**config.mk**
```make
export PLATFORM = sky130hd
export DESIGN_NAME = m1ice_ram
export DESIGN_NICKNAME = d
export VERILOG_FILES = /design/src/hw/rtl/m1ice_ram.sv
export SDC_FILE = /design/constraint.sdc
export NUM_CORES = 1
export LEC_CHECK = 0
export ABC_AREA = 1
export BUFFER_PORTS_ARGS = -buffer_cell sky130_fd_sc_hd__buf_4
export CAP_MARGIN = 0
export CELL_PAD_IN_SITES_DETAIL_PLACEMENT = 1
export CELL_PAD_IN_SITES_GLOBAL_PLACEMENT = 2
export CORE_MARGIN = 2
export CORE_UTILIZATION = 43
export DETAILED_ROUTE_END_ITERATION = 12
export GPL_ROUTABILITY_DRIVEN = 0
export GPL_TIMING_DRIVEN = 1
export PLACE_DENSITY_LB_ADDON = 0.08
export SETUP_SLACK_MARGIN = 0.2
export SLEW_MARGIN = 30
export SYNTH_ARGS = -nofsm -noshare
export SYNTH_HDL_FRONTEND = slang
export SYNTH_SLANG_ARGS = --single-unit
```
**constraint.sdc**
```tcl
create_clock -name aclk -period 7.05 [get_ports aclk]
set_clock_uncertainty 0.2 [all_clocks]
set_input_delay 0 -clock aclk [delete_from_list [all_inputs] [get_ports aclk]]
set_output_delay 0 -clock aclk [all_outputs]
set_load 0.03 [all_outputs]
```
**src/hw/rtl/m1ice_ram.sv**
```systemverilog
// Generic RAM: one write port, two registered read ports.
// Depends on nothing.
`timescale 1ns / 1ps
`default_nettype none

module m1ice_ram #(
    parameter int WIDTH = 32,
    parameter int DEPTH = 32
) (
    input  wire logic                     aclk,
    input  wire logic                     we,
    input  wire logic [$clog2(DEPTH)-1:0] waddr,
    input  wire logic [WIDTH-1:0]         wdata,
    input  wire logic [$clog2(DEPTH)-1:0] raddr_a,
    input  wire logic [$clog2(DEPTH)-1:0] raddr_b,
    output logic      [WIDTH-1:0]         rdata_a,
    output logic      [WIDTH-1:0]         rdata_b
);

    logic [WIDTH-1:0] mem_reg [DEPTH];

    always_ff @(posedge aclk) begin
        if (we) begin
            mem_reg[waddr] <= wdata;
        end
        rdata_a <= mem_reg[raddr_a];
        rdata_b <= mem_reg[raddr_b];
    end

endmodule

`default_nettype wire

```
### Word level (Yosys, flattened, before mapping)

Memory sizes are Yosys's and may differ from the RTL's. A register that Yosys moved wholly into a read port is not among the register bits.
Index checks and enable logic that the tools add are counted.

| word-level totals | value |
|---|---|
| register bits after elaboration | 0 |
| bits in latches | 0 |
| memory bits (writable) | 1024 |
| ROM bits | 0 |
| input bits | 49 |
| output and inout bits | 64 |
| logic and storage cells | 3 |
| memories | 1 |

| operators by class | value |
|---|---|
| add/sub/neg operators | 0 |
| multiply operators | 0 |
| div/mod/pow operators | 0 |
| order comparisons | 0 |
| equal/unequal tests | 0 |
| shifts and indexed selects | 0 |
| mux-type cells | 2 |
| bitwise operators | 0 |
| reductions and logical operators | 0 |

Memory list:

| memory | words | width | rd ports | clocked after memory_dff | wr ports | line | RTL |
|---|---|---|---|---|---|---|---|
| mem_reg | 32 | 32 | 2 | 2 | 1 | 20 | `logic [WIDTH-1:0] mem_reg [DEPTH];` |

Operators by type and width:

| kind | count |
|---|---|
| $mux 1 | 2 |

### Longest topological paths before layout

| logic depth | value |
|---|---|
| word-level depth | 2 |
| gate-level depth with buffers | 12 |
| depth with buffers taken out | 9 |

### Worst setup path after synthesis

Ideal clock, no wire load.

| path | value |
|---|---|
| path type | input-to-reg |
| start | input port waddr[0] |
| end | memory mem_reg[0][0] (enable) |
| setup time | 0.421 ns |
| data arrival time | 1.655 ns |
| required time | 6.429 ns |
| path slack | 4.774 ns |
| stages | 3 |
| buffers on the path | 0 |
| path through | inv_1 nand3_1 nor2_1 |

RTL lines:

| element | line | RTL |
|---|---|---|
| start, declared | 12 | `input wire logic [$clog2(DEPTH)-1:0] waddr,` |
| end, declared | 20 |  |

No word-level cell before the write port.

==> results.py <==
metrics = {
    "job": {
        "drv_cap": 0,
    },
    "clocking": {
        "cts_resized": 0,
        "cts-root-buf": "clkbuf_16",
        "cts_htree_levels": 4,
        "cts.sinks": 1088,
        "cts-buffers-inserted": 132,
        "clk-insertion-delay-late_ns": 0.77,
        "cts_hold_buf": 84,
        "cts_max_path_buffers": 3,
        "cts_setup_buffers": 0,
        "cts_tree": "built",
        "clk_pin_slew_ns": 0.06,
    },
    "drt": {
        "firstDrtPassIters": 5,
        "vias": 45300,
        "drtAntennaViolNets": 0,
        "routed_via_density": 5.88,
        "routed_wl_mm": 215,
        "post_drt_wl_per_cell_um": 27.9,
        "route.detailed.drc": 0,
        "drt_iter0_drc": 4360,
    },
    "floorplan": {
        "coreArea_um2": 124000,
        "die_w_um": 358,
        "num_rows": 129,
        "die_area_um2": 128000,
        "die_y_um": 358,
        "io_pins": 113,
        "start_util_pct": 43.4,
    },
    "setup_path": {
        "required_ns": 7.56,
        "crit_start": "raddr_a[0]",
        "reg2reg_from": "mem_reg[28][11]$_DFFE_PP_",
        "cp_data_arrival_time_ns": 5.97,
        "r2r_slack_ns": 3.48,
        "crit_path_end_kind": "flip-flop",
        "startpoint_type": "input port",
        "path_max_fanout": 194,
        "rr_endpoint": "rdata_a[11]$_DFF_P_",
        "reg2reg_depth": 12,
        "critPathCapture": "rdata_a[11]$_DFF_P_",
        "crit_type": "in2reg",
    },
    "min_path": {
        "hold_path_class": "in2reg",
    },
    "timing": {
        "slew_violations": 0,
        "hold_viol_final": 0,
        "period_needed_ns": 5.46,
        "tns_ns": 0,
        "finalCritPeriodShare_pct": 77.4,
        "fmax_mhz": 183,
        "rsz0062_at_grt": "no",
        "worst_pin_slew_ns": 1.18,
        "slew-limit-headroom_pct": 21.0,
        "setup_violations": 0,
    },
    "power_and_ir_drop": {
        "power.density_nw_per_um2": 260,
        "power.leakage_nw": 23.7,
        "ir_worst_vdd_mv": 0.258,
    },
    "cells_and_area": {
        "final_common_cell": "nand2_1",
        "nFillCells": 14100,
        "final_area_um2": 59800,
        "fin_nets": 6018,
        "syn_to_final_growth_pct": 11.1,
        "final_cell_mix": "nand2_1 (2880), nand3_1 (1548), edfxtp_1 (1024), buf_4 (161), clkbuf_16 (143)",
        "largest_register_ffs": 1024,
        "drive_gt1_share_pct": 6.87,
    },
    "synthesis": {
        "synthCells": 5999,
        "seq_area_frac_synth_pct": 59.5,
        "synthesis.area_um2": 53800,
        "ys_warn_count": 0,
        "avgSynthCellArea_um2": 8.97,
        "synth_fp_nets": 6048,
        "synth-seq-cells": 1088,
        "ys_types": 14,
    },
    "placement": {
        "portBuffers": 112,
        "dpl_cell_area_um2": 54800,
        "dpl.hpwl_mm": 101,
    },
    "grt": {
        "grt_max_degree": 320,
        "grt_use_total_pct": 33.5,
        "grt_pass1_wl_mm": 313,
        "grt-ovfl-total": 0,
        "antenna_found_initial": 3,
        "grt_pass1_vias": 46300,
    },
    "run_status": {
        "status": "finished clean",
    },
}
[synthesized netlist by cell type]
cell type	instances	area, µm²
nand2_1	2880	10800
nand3_1	1548	7750
edfxtp_1	1024	30700
buf_2	172	861
buf_6	121	1360
buf_4	65	488
dfxtp_1	64	1280
buf_1	39	146
clkbuf_1	37	139
nor2_1	32	120
inv_1	9	33.8
inv_2	4	15.0
buf_8	2	30.0
inv_8	2	22.5
[cell families (layout without fill, tap and decap cells)]
family / after synthesis / count (layout) / share of synthesized area (%)
AND/OR/NAND/NOR: 4460 / 4460 / 34.7
other: 0 / 1 / 0
buffers and inverters: 451 / 523 / 5.76
flip-flops: 1088 / 1088 / 59.5
[metal layers]
metal  up-vias  routed length, µm  GRT usage, %
li1      20200                  -             -
met5         -                  0             0
met3       390              13300          4.37
met1     23000              93000          45.2
met4         0               7120          11.0
met2      1636             102000          56.1
[critical path: stages]
cell and delay, ns:
dlygate4sd3_1 0.57, buf_8 0.26, clkinv_16 0.34, buf_16 0.54, buf_4 0.83, nand2_1 0.13, nand3_1 0.11, nand3_1 0.10
dlygate4sd3_1 0.60, nand2_1 0.08, dlygate4sd3_1 0.56, nand2_1 0.05, nand2_1 0.09, dlygate4sd3_1 0.55, nand2_1 0.05, nand2_1 0.09
dlygate4sd3_1 0.56
[where the power goes]
| group | total, mW | switching [mW] | internal (mW) | leakage, nW |
|---|---|---|---|---|
| Clock | 6.60 | 2.73 | 3.87 | 2.02 |
| Combinational | 1.67 | 1.23 | 0.444 | 11.9 |
| Sequential | 7.26 | 0.0762 | 7.19 | 9.76 |
| Total | 15.5 | 4.04 | 11.5 | 23.7 |
[per-stage QoR]
stage / utilization [%] / total power, mW / hold slack (ns) / setup WS (ns) / cells
final: 48.2 / 15.5 / 0.0370 / 1.59 / 7709
after global routing: 48.2 / 16.0 / 0.0269 / 1.44 / 7708
after CTS: 48.2 / 15.6 / 0.00102 / 1.94 / 7704
after detailed placement: 44.2 / 9.00 / 0.224 / 3.80 / 7384
after global placement: 44.1 / 8.98 / 0.219 / 3.76 / 7379
after floorplan: - / 8.39 / -0.101 / 4.77 / 5999
[worst min path at each step]
stage	start	to	slack, ns	cells after the start
after floorplan	wdata[0]	mem_reg[0][0]$_DFFE_PP_	-0.10	0
after global placement	wdata[0]	mem_reg[20][0]$_DFFE_PP_	0.22	1
after detailed placement	wdata[0]	mem_reg[21][0]$_DFFE_PP_	0.22	1
after CTS	wdata[18]	mem_reg[20][18]$_DFFE_PP_	0.001	2
after global routing	raddr_b[4]	rdata_b[28]$_DFF_P_	0.03	4
final	wdata[18]	mem_reg[20][18]$_DFFE_PP_	0.04	2
[cell type report]
type / instances / area, µm² / area share (%)
antenna: 1 / 2.50 / 0.00419
clock buffer: 196 / 3850 / 6.44
clock inverter: 40 / 264 / 0.442
inverter: 15 / 148 / 0.247
multi-input combinational: 4460 / 18900 / 31.6
sequential: 1088 / 32000 / 53.6
tap: 1637 / 2050 / 3.43
timing repair buffer: 272 / 2520 / 4.21
Power figures use the tool's default switching activity.
