[config.mk]
export PLATFORM = sky130hd
export DESIGN_NAME = m1ice_muldiv
export DESIGN_NICKNAME = d
export VERILOG_FILES = /design/src/hw/rtl/m1ice_pkg.sv /design/src/hw/rtl/m1ice_muldiv.sv
export SDC_FILE = /design/constraint.sdc
export NUM_CORES = 1
export LEC_CHECK = 0
export BUFFER_PORTS_ARGS = -buffer_cell sky130_fd_sc_hd__buf_2
export CAP_MARGIN = 20
export CELL_PAD_IN_SITES_DETAIL_PLACEMENT = 0
export CELL_PAD_IN_SITES_GLOBAL_PLACEMENT = 1
export CORE_MARGIN = 3
export CORE_UTILIZATION = 45
export DETAILED_ROUTE_END_ITERATION = 10
export PLACE_DENSITY = 0.81
export SYNTH_ARGS = -nofsm -noshare
export SYNTH_HDL_FRONTEND = slang
export SYNTH_SLANG_ARGS = --single-unit
[constraint.sdc]
create_clock -name aclk -period 6.6 [get_ports aclk]
set_clock_uncertainty 0.2 [all_clocks]
set_input_delay 0 -clock aclk [delete_from_list [all_inputs] [get_ports aclk]]
set_output_delay 0 -clock aclk [all_outputs]
set_load 0.02 [all_outputs]
[src/hw/rtl/m1ice_pkg.sv]
// Shared types and constants for the MIPS-I integer execute core.
// Holds the request structs, opcode codes and reset constants.
// Depends on nothing; every other file but m1ice_ram uses it.
`timescale 1ns / 1ps
`default_nettype none

package m1ice_pkg;

    typedef struct packed {
        logic        mode;
        logic [31:0] instruction;
        logic        irq_pending;
        logic [31:0] load_data;
    } in_item_t;

    typedef struct packed {
        logic [1:0]  request_kind;
        logic [31:0] mem_address;
        logic [1:0]  access_size;
        logic [3:0]  byte_enable;
        logic [31:0] write_data;
        logic [31:0] next_pc;
        logic        exception_taken;
        logic        unknown_opcode;
    } out_item_t;

    typedef struct packed {
        logic start;
        logic is_div;
        logic is_signed;
    } md_req_t;

    typedef struct packed {
        logic        done;
        logic [31:0] hi;
        logic [31:0] lo;
    } md_rsp_t;

    typedef enum logic [1:0] {
        ST_IDLE,
        ST_EXEC,
        ST_MULDIV,
        ST_DONE
    } state_t;

    localparam logic [1:0] REQ_NONE  = 2'd0;
    localparam logic [1:0] REQ_READ  = 2'd1;
    localparam logic [1:0] REQ_WRITE = 2'd2;

    localparam logic [1:0] SIZE_BYTE = 2'd0;
    localparam logic [1:0] SIZE_HALF = 2'd1;
    localparam logic [1:0] SIZE_WORD = 2'd2;

    localparam logic [2:0] LF_LB  = 3'd0;
    localparam logic [2:0] LF_LH  = 3'd1;
    localparam logic [2:0] LF_LWL = 3'd2;
    localparam logic [2:0] LF_LW  = 3'd3;
    localparam logic [2:0] LF_LBU = 3'd4;
    localparam logic [2:0] LF_LHU = 3'd5;
    localparam logic [2:0] LF_LWR = 3'd6;

    localparam logic [5:0] OP_SPECIAL = 6'd0;
    localparam logic [5:0] OP_REGIMM  = 6'd1;
    localparam logic [5:0] OP_J       = 6'd2;
    localparam logic [5:0] OP_JAL     = 6'd3;
    localparam logic [5:0] OP_BEQ     = 6'd4;
    localparam logic [5:0] OP_BNE     = 6'd5;
    localparam logic [5:0] OP_BLEZ    = 6'd6;
    localparam logic [5:0] OP_BGTZ    = 6'd7;
    localparam logic [5:0] OP_ADDI    = 6'd8;
    localparam logic [5:0] OP_ADDIU   = 6'd9;
    localparam logic [5:0] OP_SLTI    = 6'd10;
    localparam logic [5:0] OP_SLTIU   = 6'd11;
    localparam logic [5:0] OP_ANDI    = 6'd12;
    localparam logic [5:0] OP_ORI     = 6'd13;
    localparam logic [5:0] OP_XORI    = 6'd14;
    localparam logic [5:0] OP_LUI     = 6'd15;
    localparam logic [5:0] OP_COP0    = 6'd16;
    localparam logic [5:0] OP_LB      = 6'd32;
    localparam logic [5:0] OP_LH      = 6'd33;
    localparam logic [5:0] OP_LWL     = 6'd34;
    localparam logic [5:0] OP_LW      = 6'd35;
    localparam logic [5:0] OP_LBU     = 6'd36;
    localparam logic [5:0] OP_LHU     = 6'd37;
    localparam logic [5:0] OP_LWR     = 6'd38;
    localparam logic [5:0] OP_SB      = 6'd40;
    localparam logic [5:0] OP_SH      = 6'd41;
    localparam logic [5:0] OP_SWL     = 6'd42;
    localparam logic [5:0] OP_SW      = 6'd43;
    localparam logic [5:0] OP_SWR     = 6'd46;

    localparam logic [5:0] FN_SLL     = 6'd0;
    localparam logic [5:0] FN_SRL     = 6'd2;
    localparam logic [5:0] FN_SRA     = 6'd3;
    localparam logic [5:0] FN_SLLV    = 6'd4;
    localparam logic [5:0] FN_SRLV    = 6'd6;
    localparam logic [5:0] FN_SRAV    = 6'd7;
    localparam logic [5:0] FN_JR      = 6'd8;
    localparam logic [5:0] FN_JALR    = 6'd9;
    localparam logic [5:0] FN_SYSCALL = 6'd12;
    localparam logic [5:0] FN_BREAK   = 6'd13;
    localparam logic [5:0] FN_MFHI    = 6'd16;
    localparam logic [5:0] FN_MTHI    = 6'd17;
    localparam logic [5:0] FN_MFLO    = 6'd18;
    localparam logic [5:0] FN_MTLO    = 6'd19;
    localparam logic [5:0] FN_MULT    = 6'd24;
    localparam logic [5:0] FN_MULTU   = 6'd25;
    localparam logic [5:0] FN_DIV     = 6'd26;
    localparam logic [5:0] FN_DIVU    = 6'd27;
    localparam logic [5:0] FN_ADD     = 6'd32;
    localparam logic [5:0] FN_ADDU    = 6'd33;
    localparam logic [5:0] FN_SUB     = 6'd34;
    localparam logic [5:0] FN_SUBU    = 6'd35;
    localparam logic [5:0] FN_AND     = 6'd36;
    localparam logic [5:0] FN_OR      = 6'd37;
    localparam logic [5:0] FN_XOR     = 6'd38;
    localparam logic [5:0] FN_NOR     = 6'd39;
    localparam logic [5:0] FN_SLT     = 6'd42;
    localparam logic [5:0] FN_SLTU    = 6'd43;

    localparam logic [4:0] RT_BLTZ    = 5'd0;
    localparam logic [4:0] RT_BGEZ    = 5'd1;
    localparam logic [4:0] RT_BLTZAL  = 5'd16;
    localparam logic [4:0] RT_BGEZAL  = 5'd17;

    localparam logic [4:0] CP_MF      = 5'd0;
    localparam logic [4:0] CP_MT      = 5'd4;
    localparam logic [4:0] CP_RFE     = 5'd16;

    localparam int CP0_SR    = 12;
    localparam int CP0_CAUSE = 13;
    localparam int CP0_EPC   = 14;
    localparam int CP0_PRID  = 15;

    localparam logic [4:0]  GPR_SP      = 5'd29;
    localparam logic [4:0]  GPR_RA      = 5'd31;
    localparam logic [31:0] SP_RESET    = 32'h0000_0500;
    localparam logic [31:0] PC_RESET    = 32'hbfc0_0000;
    localparam logic [31:0] VEC_BOOT    = 32'hbfc0_0180;
    localparam logic [31:0] VEC_RAM     = 32'h8000_0080;
    localparam logic [31:0] SR_RESET    = 32'h1090_0000;
    localparam logic [31:0] PRID_RESET  = 32'h0000_0002;
    localparam logic [31:0] CAUSE_INT   = 32'h0000_0400;
    localparam logic [31:0] CAUSE_SYS   = 32'h0000_0020;
    localparam logic [31:0] CAUSE_BD    = 32'h8000_0000;

    function automatic logic [31:0] gpr_reset_value(input logic [4:0] idx);
        return (idx == GPR_SP) ? SP_RESET : 32'd0;
    endfunction

endpackage

`default_nettype wire

[src/hw/rtl/m1ice_muldiv.sv]
// Iterative multiply/divide unit: one shared 33-bit adder, one bit per cycle.
// Depends on m1ice_pkg for the request and response structs.
`timescale 1ns / 1ps
`default_nettype none

module m1ice_muldiv (
    input  wire logic              aclk,
    input  wire logic              aresetn,
    input  wire m1ice_pkg::md_req_t req,
    input  wire logic [31:0]       op_a,
    input  wire logic [31:0]       op_b,
    output m1ice_pkg::md_rsp_t     rsp
);
    import m1ice_pkg::*;

    logic        busy_reg, fix_reg, done_reg, div_reg, neg_hi_reg, neg_lo_reg;
    logic [4:0]  count_reg;
    logic [31:0] hi_reg, lo_reg, den_reg;
    logic [32:0] opx, opy;
    logic [33:0] sum;
    logic [31:0] mag_a, mag_b;
    logic [63:0] prod_neg;

    assign mag_a = (req.is_signed && op_a[31]) ? (32'd0 - op_a) : op_a;
    assign mag_b = (req.is_signed && op_b[31]) ? (32'd0 - op_b) : op_b;

    // Divide shifts the next dividend bit into the remainder before subtracting.
    assign opx = div_reg ? {hi_reg, lo_reg[31]} : {1'b0, hi_reg};
    assign opy = {1'b0, den_reg};
    assign sum = {1'b0, opx} + {1'b0, div_reg ? ~opy : opy} + {33'd0, div_reg};
    assign prod_neg = 64'd0 - {hi_reg, lo_reg};

    always_ff @(posedge aclk) begin
        if (!aresetn) begin
            busy_reg <= 1'b0;
            fix_reg  <= 1'b0;
            done_reg <= 1'b0;
        end else begin
            done_reg <= 1'b0;
            if (req.start) begin
                busy_reg   <= 1'b1;
                count_reg  <= 5'd0;
                div_reg    <= req.is_div;
                hi_reg     <= 32'd0;
                lo_reg     <= mag_a;
                den_reg    <= mag_b;
                neg_lo_reg <= req.is_signed && (op_a[31] ^ op_b[31]);
                neg_hi_reg <= req.is_signed &&
                              (req.is_div ? op_a[31] : (op_a[31] ^ op_b[31]));
            end else if (busy_reg) begin
                if (div_reg) begin
                    if (sum[33]) begin
                        hi_reg <= sum[31:0];
                        lo_reg <= {lo_reg[30:0], 1'b1};
                    end else begin
                        hi_reg <= opx[31:0];
                        lo_reg <= {lo_reg[30:0], 1'b0};
                    end
                end else if (lo_reg[0]) begin
                    hi_reg <= sum[32:1];
                    lo_reg <= {sum[0], lo_reg[31:1]};
                end else begin
                    hi_reg <= {1'b0, hi_reg[31:1]};
                    lo_reg <= {hi_reg[0], lo_reg[31:1]};
                end
                count_reg <= count_reg + 5'd1;
                if (count_reg == 5'd31) begin
                    busy_reg <= 1'b0;
                    fix_reg  <= 1'b1;
                end
            end else if (fix_reg) begin
                fix_reg  <= 1'b0;
                done_reg <= 1'b1;
                if (div_reg) begin
                    if (neg_lo_reg) lo_reg <= 32'd0 - lo_reg;
                    if (neg_hi_reg) hi_reg <= 32'd0 - hi_reg;
                end else if (neg_lo_reg) begin
                    {hi_reg, lo_reg} <= prod_neg;
                end
            end
        end
    end

    assign rsp = '{done: done_reg, hi: hi_reg, lo: lo_reg};

endmodule

`default_nettype wire

**Word level (Yosys, flattened, before mapping)**

Cells that the tools add are included.

- Register bits after elaboration: 107
- Bits in latches: 0
- Bits in writable memories: 0
- Bits in read-only memories: 0
- Input port bits: 69
- Output and inout port bits: 65
- Word-level logic and storage cells: 68
- Memories: 0

- $add $sub $neg: 8
- Multipliers: 0
- Div/mod/pow operators: 0
- Magnitude comparators: 0
- Eq/ne operators: 3
- Shift-type cells: 0
- Mux-type cells: 29
- Bitwise logic cells: 4
- Reductions and logical operators: 14

Operators with widths:

| operator | number |
|---|---|
| $mux 32 | 18 |
| $sub 1x32->32 const A | 4 |
| $mux 33 | 2 |
| $sub 1x64->64 const A | 1 |
| $add 33x33->34 | 1 |
| $add 34x1->34 | 1 |
| $not 32->33 | 1 |
| $mux 1 | 8 |
| $reduce_and 2->1 | 3 |
| $reduce_bool 3->1 | 2 |
| $add 5x1->5 const B | 1 |
| $eq 5x5->1 const B | 1 |
| $mux 5 | 1 |
| $logic_and 1x1->1 | 4 |
| $ne 4x3->1 const B | 1 |
| $reduce_and 4->1 | 1 |
| $reduce_bool 4->1 | 1 |
| $reduce_and 3->1 | 1 |
| $reduce_or 3->1 | 1 |
| $ne 2x1->1 const B | 1 |
| $not 1->1 | 2 |
| $reduce_bool 2->1 | 1 |
| $xor 1x1->1 | 1 |

**Longest topological paths before layout**

Gate-level depths: netlist (run 1).

- Depth in word-level cells: 8
- Depth in mapped cells: 18
- Gate-level depth less buffers: 11

**Worst setup path before layout (run 1)**

OpenSTA, ideal clock, no wires.

- Kind: flip-flop to flip-flop
- From: register div_reg
- To: register hi_reg[19] (data pin)
- Library setup time: 0.271 ns
- Arrival: 4.597 ns
- Required time: 6.129 ns
- Setup slack: 1.532 ns
- Stages on the path, launching flop included: 18
- Path buffers: 8
- Period minus slack after synthesis: 5.068 ns
- Cells stage by stage: edfxtp_1 > clkbuf_1 > clkbuf_1 > clkbuf_1 > clkbuf_1 > clkbuf_1 > xor2_1 > ha_1 > clkbuf_1 > and2_1 > clkbuf_1 > nand2_1 > o21ai_0 > o41ai_1 > nand2_2 > clkbuf_1 > a221oi_1 > o22ai_1

- Cells in the longest elaborated chain, start to end: 6
- Elaborated cells on any way between the ends: 10
- Classes of those cells: add/sub: 2; mux: 8

RTL lines:

| element | RTL line | source |
|---|---|---|
| start, declared | m1ice_muldiv.sv:16 | `logic busy_reg, fix_reg, done_reg, div_reg, neg_hi_reg, neg_lo_reg;` |
| start signal, assigned | m1ice_muldiv.sv:43 | `div_reg <= req.is_div;` |
| $mux 33 (on tied branches) | m1ice_muldiv.sv:28, m1ice_muldiv.sv:30 |  |
| $add 33x33->34 | m1ice_muldiv.sv:30 | `assign sum = {1'b0, opx} + {1'b0, div_reg ? ~opy : opy} + {33'd0, div_reg};` |
| $add 34x1->34 | m1ice_muldiv.sv:30 |  |
| $mux 32 (on tied branches) | m1ice_muldiv.sv:59, m1ice_muldiv.sv:52 |  |
| $mux 32 | m1ice_muldiv.sv:51 | `if (div_reg) begin` |
| $mux 32 (*) | m1ice_muldiv.sv:50 | `end else if (busy_reg) begin` |
| end signal, assigned | m1ice_muldiv.sv:53 | `hi_reg <= sum[31:0];` |
| end signal, assigned | m1ice_muldiv.sv:60 | `hi_reg <= sum[32:1];` |
| end signal, assigned | m1ice_muldiv.sv:63 | `hi_reg <= {1'b0, hi_reg[31:1]};` |
| end, declared | m1ice_muldiv.sv:18 | `logic [31:0] hi_reg, lo_reg, den_reg;` |

Mark *: on every way between the ends. The rest lies on a longest branch, timed or not. The select of a mux whose other input is x is not followed.
A chain may end at the register's enable or synchronous reset.

**Worst setup path after layout (run 1)**

- From: register div_reg
- To: register hi_reg[28] (data pin)

The elaborated chain is that of the path after synthesis.

==> metrics.md, run 1 <==
| Metric | Value |
|---|---|
| Status | completed |
| Max transition margin | 0.373 |
| Syn nets | 1404 |
| CTS Buf Count | 9 |
| Synthesized instance count | 1297 |
| Nets@finish | 1562 |
| Final GP Congestion | 0.932 |
| DR vias/cell | 6.01 |
| Final hold viol count | 0 |
| Vias in the first global route | 10100 |
| WL/cell | 19.6 um |
| Antenna violations before repair | 0 |
| CTS max path bufs | 2 |
| Largest family of logic cells by synthesized area | compound AO/OA/AOI/OAI gates |
| WP data arrival | 5090 ps |
| Hold Crit Class | primary input to flip-flop |
| Simple-gate share of the synthesized area | 0.198 |
| Final Max Tran Viols | 0 |
| Peak Freq | 0.196 GHz |
| Port buffer count | 133 |
| Yosys warning count | 0 |
| Final ANT Viol Nets | 0 |
| MaxCap Viol Count | 0 |
| Post-synthesis mux area share | 0.0755 |
| Final Cycle Share | 0.772 |
| Worst-path cell with the longest stage delay | edfxtp_1 |
| Power Dens Cells | 207 nW/um2 |
| Post-Synth XOR/XNOR Area | 0.141 |
| Post-CTS Resized | 0 |
| Critical-path maximum fanout | 51 |
| Register bit total from synthesis | 107 |
| Final HPWL DP | 24.7 mm |
| Die footprint | 26100 um2 |
| CP endpoint kind | flip-flop |
| First-pass GRT wire length | 54.7 mm |
| Cell area after synthesis | 10900 um2 |
| Tightest Pin Transition | 937 ps |
| P&R area growth vs syn | 18.5% |
| Row count | 56 |
| Largest stage delay, worst path | 760 ps |
| Die width | 162 um |
| Top FF cell, synth | edfxtp_1 |
| Setup violators final | 0 |
| Syn Area/Cell | 8.40 um2 |
| Sink Count | 107 |
| I/O pin cnt | 134 |
| Switching share of total power | 0.405 |
| Share of the yosys chip area belonging to registers | 0.292 |
| Leak Pwr | 4.90 nW |
| Top post-synthesis cells by count | nor2_1, edfxtp_1, nand2_1 |
| Synth top area cells | edfxtp_1, xnor2_1, xor2_1 |
| Period minus WS final | 5100 ps |
| Compound-Gate Fraction of Synth Area | 0.208 |
| Async SR Flop Fraction | 0 |
| Sequential Power Share | 0.340 |
| Post-Synth Adder-Cell Area | 0.0443 |
| Worst vdd ir | 124 uV |
| Worst skew pair latency | 370 ps |
| Detailed Route Iter0 Violations | 969 |
| Die Span Y | 162 um |
| Cell Chain, Critical Path | buf_4, mux2_2, ha_1, inv_1, nor4_1, o21ai_0, a31o_2, and2_1, or4_1, a41o_1, a311oi_1 |
| Grt total ovfl | 0 |
| Setup CP Type | flip-flop to flip-flop |
| Sw Pwr | 1.08 mW |
| Cell internal pwr | 1.59 mW |
| Layout cell share with drive strength beyond 1 | 0.149 |
| Final sum of negative setup slack | 0 ps |
| Yosys cell types | 83 |
| Root Driver | clkbuf_16 |
| Number of diodes | 0 |
| Power share of the clock group | 0.227 |
| CTS clk-pin slew, worst paths | 90 ps |
| Total number of vias | 10700 |
| H-Tree Depth | 3 |
| Synth top area share | 0.287 |
| TritonCTS clock tree | done |
| CP Launch Type | flip-flop |
| Post-synth EDFFs | 104 |
| Layout Utilization | 0.547 |
| Initial Util | 0.461 |
| Cell taking the most area after synthesis | edfxtp_1 |
| DRC errors left | 0 |
| Pin count of the biggest net entering global routing | 72 |
| DRT Wirelength | 34.8 mm |
| Comb pwr share | 0.433 |
| Core ar. | 23600 um2 |
| Total GRT Usage | 0.260 |
| Most common cell in the netlist | nor2_1 |
| RSZ-0062 raised after global routing | false |
| DR pass1 iterations | 5 |
| CP Data Required Time | 6600 ps |
==> final cells by class <==
cell class,instances,area (um2)
multi-input cells,1072,7270
well taps,319,399
repair buffers,229,1610
inverters,36,135
flip-flops and latches,107,3180
fillers,2286,10700
clock inverters,7,87.6
clock buffers,9,225
==> kinds of logic after synthesis <==
group                      Yosys count
buffers and inverters              118
xor gates and xnor gates           175
and+or+nand+nor                    439
muxes                               78
adders and majority gates           38
AOI/OAI and AO/OA                  342
DFF                                107
==> cells in the final DEF (no fill, tap or decap), types with 5 or more instances in the layout <==
| cell | instances |
|---|---|
| clkbuf_16 | 9 |
| a311oi_1 | 12 |
| xor2_1 | 86 |
| o41ai_1 | 9 |
| and3_1 | 11 |
| nor2_1 | 127 |
| nand2_1 | 103 |
| buf_4 | 12 |
| o31a_1 | 5 |
| inv_1 | 35 |
| o22ai_1 | 6 |
| a32oi_1 | 5 |
| mux2_2 | 33 |
| a211oi_1 | 32 |
| a221oi_1 | 10 |
| ha_1 | 37 |
| nand2b_1 | 5 |
| o21ai_0 | 65 |
| a21o_1 | 18 |
| nand3b_1 | 5 |
| o31ai_1 | 9 |
| buf_2 | 133 |
| nand4_1 | 14 |
| a31oi_1 | 23 |
| or3_1 | 20 |
| mux2i_1 | 45 |
| edfxtp_1 | 104 |
| nor4_1 | 19 |
| nor2b_1 | 14 |
| xnor2_1 | 89 |
| nor3_1 | 41 |
| a21oi_1 | 95 |
| and2_1 | 13 |
| or4_1 | 9 |
| dlygate4sd3_1 | 83 |
| nand3_1 | 32 |
==> worst max-delay path, delay by kind of cell, from the launching register on <==
kind,cells,cell delay (ps)
compound gates,4,1210
fa+ha+maj,1,330
buf+inv,2,720
flops,1,760
mux,1,410
simple gates,3,1240
==> stage by stage <==
stage	instance area [um2]	cells	setup WS, ps	total power [mW]	hold slack, ps
after global routing	12900	1779	1190	2.82	215
after global placement	11700	1679	1700	2.01	45.0
after CTS	12900	1778	1620	2.66	196
final	12900	1779	1500	2.67	196
after floorplan	10900	1297	1530	1.70	-101
after detailed placement	11700	1679	1620	2.01	48.0
==> worst paths after layout <==
check	start	end	slack, ps	cells past startpoint
min	op_b[0]	den_reg[0]	200	2
max reg2reg	div_reg	hi_reg[28]	1500	11
max	div_reg	hi_reg[28]	1500	11
min reg2reg	fix_reg	fix_reg	320	2
==> timing repair <==
item	in CTS	in global routing
buffers inserted	0	0
hold endpoints to repair	85	0
hold buffers	83	0
==> per-layer routing <==
layer	vias up	routed length, um	share of wire	global-route usage
met3	62	2630	0.075	0.0410
li1	5148	-	-	-
met5	-	0	0	0
met4	0	721	0.021	0.0684
met1	5058	14900	0.43	0.348
met2	426	16600	0.48	0.438
==> power groups by stage <==
stage	Clock, mW	Combinational, mW	Sequential (mW)
2_1_floorplan	0	0.780	0.921
3_3_place_gp	0	1.09	0.921
3_5_place_dp	0	1.09	0.921
4_1_cts	0.619	1.14	0.905
5_1_grt	0.636	1.27	0.914
6_report	0.607	1.16	0.907
No activity file was read; power rests on OpenSTA's default activity.
==> run 2: changes to the inputs <==
Settings changed: ABC_AREA from default to 1, CORE_UTILIZATION 45 to 43, PLACE_DENSITY 0.81 to 0.82.
Clock period 6.6 ns to 5.15 ns, I/O delays scaled along.
==> run 2 against run 1 <==
Clock-buffer cell count is the same; first-iteration DRC count up 96%; sequential share of layout area shrank 2.8 points; die area rose by 20%; core utilization shrank 3.1 points; critical path type unchanged.
==> metrics.md, run 2 <==
| Metric | Value |
|---|---|
| Core ar. | 28300 um2 (was 23600 um2) |
| Final sum of negative setup slack | 0 ps (unchanged) |
| Final HPWL DP | 39.0 mm (was 24.7 mm) |
| Cell area after synthesis | 12600 um2 (was 10900 um2) |
| Number of diodes | 0 (unchanged) |
| Top FF cell, synth | edfxtp_1 (unchanged) |
| Power share of the clock group | 0.210 (was 0.227) |
| Initial Util | 0.444 (was 0.461) |
| Critical-path maximum fanout | 44 (was 51) |
| Final hold viol count | 0 (unchanged) |
| TritonCTS clock tree | done (unchanged) |
| Final GP Congestion | 0.993 (was 0.932) |
| Row count | 61 (was 56) |
| Power Dens Cells | 242 nW/um2 (was 207 nW/um2) |
| Most frequent cells in the layout | nand2_1, nor2_1, inv_1, o21ai_0, a21oi_1 (was buf_2, nor2_1, edfxtp_1, nand2_1, a21oi_1) |
| Grt total ovfl | 0 (unchanged) |
| Comb pwr share | 0.464 (was 0.433) |
| Layout cell share with drive strength beyond 1 | 0.0925 (was 0.149) |
| Switching share of total power | 0.454 (was 0.405) |
| Total number of vias | 14400 (was 10700) |
| Hold Crit Class | primary input to flip-flop (unchanged) |
| CTS max path bufs | 2 (unchanged) |
| Setup CP Type | flip-flop to flip-flop (unchanged) |
| Total GRT Usage | 0.312 (was 0.260) |
| Die Span Y | 177 um (was 162 um) |
| Post-synth EDFFs | 104 (unchanged) |
| Yosys cell types | 52 (was 83) |
| Post-CTS Resized | 0 (unchanged) |
| DR vias/cell | 5.56 (was 6.01) |
| Area of the multi-input gates | 8110 um2 (was 7270 um2) |
| Synth top area share | 0.248 (was 0.287) |
| Final Cycle Share | 0.844 (was 0.772) |
| CTS Buf Count | 9 (unchanged) |
| Worst skew pair latency | 380 ps (was 370 ps) |
| Pin count of the biggest net entering global routing | 49 (was 72) |
| DR pass1 iterations | 6 (was 5) |
| Worst vdd ir | 157 uV (was 124 uV) |
| MaxCap Viol Count | 0 (unchanged) |
| Syn nets | 2137 (was 1404) |
| Fillers | 2981 (was 2286) |
| Tightest Pin Transition | 770 ps (was 937 ps) |
| Placed Cells | 2491 (was 1679) |
| Root Driver | clkbuf_16 (unchanged) |
| Die width | 177 um (was 162 um) |
| Syn Area/Cell | 6.19 um2 (was 8.40 um2) |
| Share of the yosys chip area belonging to registers | 0.253 (was 0.292) |
| Antenna violations before repair | 0 (unchanged) |
| Commonest non-fill, non-tap cell in the layout | nand2_1 (was buf_2) |
| Synth top area cells | edfxtp_1, nand2_1, nor2_1 (was edfxtp_1, xnor2_1, xor2_1) |
| WL/cell | 19.2 um (was 19.6 um) |
| Async SR Flop Fraction | 0 (unchanged) |
| Top post-synthesis cells by count | nand2_1, nor2_1, inv_1 (was nor2_1, edfxtp_1, nand2_1) |
| CP endpoint kind | flip-flop (unchanged) |
| DRC errors left | 0 (unchanged) |
| Max transition margin | 0.487 (was 0.373) |
| Setup violators final | 0 (unchanged) |
| Post-Layout Cell Count | 2584 (was 1779) |
| First-pass GRT wire length | 75.9 mm (was 54.7 mm) |
| DRT Wirelength | 49.6 mm (was 34.8 mm) |
| Postcts setup bufs | 0 (unchanged) |
| Die footprint | 31300 um2 (was 26100 um2) |
| RSZ-0062 raised after global routing | false (unchanged) |
| P&R area growth vs syn | 16.1% (was 18.5%) |
| Final Max Tran Viols | 0 (unchanged) |
| CP Launch Type | flip-flop (unchanged) |
| Register bit total from synthesis | 107 (unchanged) |
| I/O pin cnt | 134 (unchanged) |
| Cell taking the most area after synthesis | edfxtp_1 (unchanged) |
| CP Data Required Time | 5160 ps (was 6600 ps) |
| Tot Pwr | 3.54 mW (was 2.67 mW) |
| Sequential Power Share | 0.326 (was 0.340) |
| Yosys warning count | 0 (unchanged) |
| Sw Pwr | 1.60 mW (was 1.08 mW) |
| WP data arrival | 4360 ps (was 5090 ps) |
| CTS clk-pin slew, worst paths | 100 ps (was 90 ps) |
| Nets@finish | 2308 (was 1562) |
| Period minus WS final | 4350 ps (was 5100 ps) |
| Synthesized instance count | 2030 (was 1297) |
| Detailed Route Iter0 Violations | 1902 (was 969) |
| Status | completed (unchanged) |
| Vias in the first global route | 13200 (was 10100) |
| Seq. cell area | 3180 um2 (unchanged) |
| Cell internal pwr | 1.93 mW (was 1.59 mW) |
| Sink Count | 107 (unchanged) |
| Leak Pwr | 6.58 nW (was 4.90 nW) |
| Most common cell in the netlist | nand2_1 (was nor2_1) |
| CTS Hold Bufs | 77 (was 83) |
| Final ANT Viol Nets | 0 (unchanged) |
| Peak Freq | 0.230 GHz (was 0.196 GHz) |
| Port buffer count | 133 (unchanged) |
| H-Tree Depth | 3 (unchanged) |
==> run 2: cell types whose count changed after synthesis, sizes merged, moves of 22 or more <==
| cell | change |
|---|---|
| nor2 | +152 |
| nand3 | +113 |
| a21oi | +59 |
| a211oi | -28 |
| clkbuf | -33 |
| mux2 | -33 |
| xnor2 | -65 |
| inv | +212 |
| o21ai | +103 |
| nand2 | +440 |
| mux2i | -45 |
| buf | +22 |
==> run 2: critical path, cell delays in order (launching register included) <==
cell	delay (ps)
edfxtp_1	860
buf_4	500
xor2_1	350
ha_1	370
a21oi_1	230
o21ai_1	100
inv_1	60
nand2_1	80
a21oi_2	330
nand2_8	250
nor2_8	290
nand2_1	80
nand3_1	160
nand2_1	80
a21oi_1	200
==> run 2: per-layer routing <==
metal	share of wire	global-route usage	up-vias
met5	0	0	-
met4	0.030	0.0930	0
met3	0.079	0.0438	90
met2	0.45	0.495	637
met1	0.44	0.442	6642
li1	-	-	6994
==> run 2: power groups by stage <==
| stage | registers [mW] | clock network [mW] | logic (mW) |
|---|---|---|---|
| after floorplan | 1.17 | 0 | 1.06 |
| after detailed placement | 1.17 | 0 | 1.56 |
| after CTS | 1.15 | 0.745 | 1.62 |
| after global routing | 1.16 | 0.783 | 1.83 |
| final | 1.15 | 0.744 | 1.64 |
| after global placement | 1.17 | 0 | 1.56 |
==> run 2: through the flow <==
stage / setup WS (ps) / hold WS [ps] / utilization / area, um2
2_1_floorplan: 772 / -101 / - / 12600
3_3_place_gp: 906 / 21.4 / 0.478 / 13500
3_5_place_dp: 950 / 19.4 / 0.478 / 13500
4_1_cts: 903 / 9.52 / 0.515 / 14600
5_1_grt: 453 / 32.2 / 0.515 / 14600
6_report: 803 / 1.31 / 0.515 / 14600
==> run 2: worst paths after layout <==
path	start	end	slack [ps]	depth (start not counted)
worst max-delay path	div_reg	hi_reg[15]	800	14
worst min-delay path	op_a[31]	lo_reg[31]	1	3
worst max register to register	div_reg	hi_reg[15]	800	14
worst min register to register	fix_reg	done_reg	300	2
==> run 2: kinds of logic after synthesis <==
| logic type | count (synthesis) | share of synthesized area |
|---|---|---|
| and+or+nand+nor | 1062 | 0.356 |
| AOI/OAI and AO/OA | 373 | 0.159 |
| buffers and inverters | 320 | 0.103 |
| xor gates and xnor gates | 130 | 0.0906 |
| DFF | 107 | 0.253 |
| adders and majority gates | 38 | 0.0384 |
==> run 2: final cells by class <==
class                   count  area share
well taps                 378      0.0324
multi-input cells        1603       0.556
clock buffers               9      0.0154
repair buffers            231       0.109
inverters                 249      0.0641
clock inverters             7     0.00463
flip-flops and latches    107       0.218
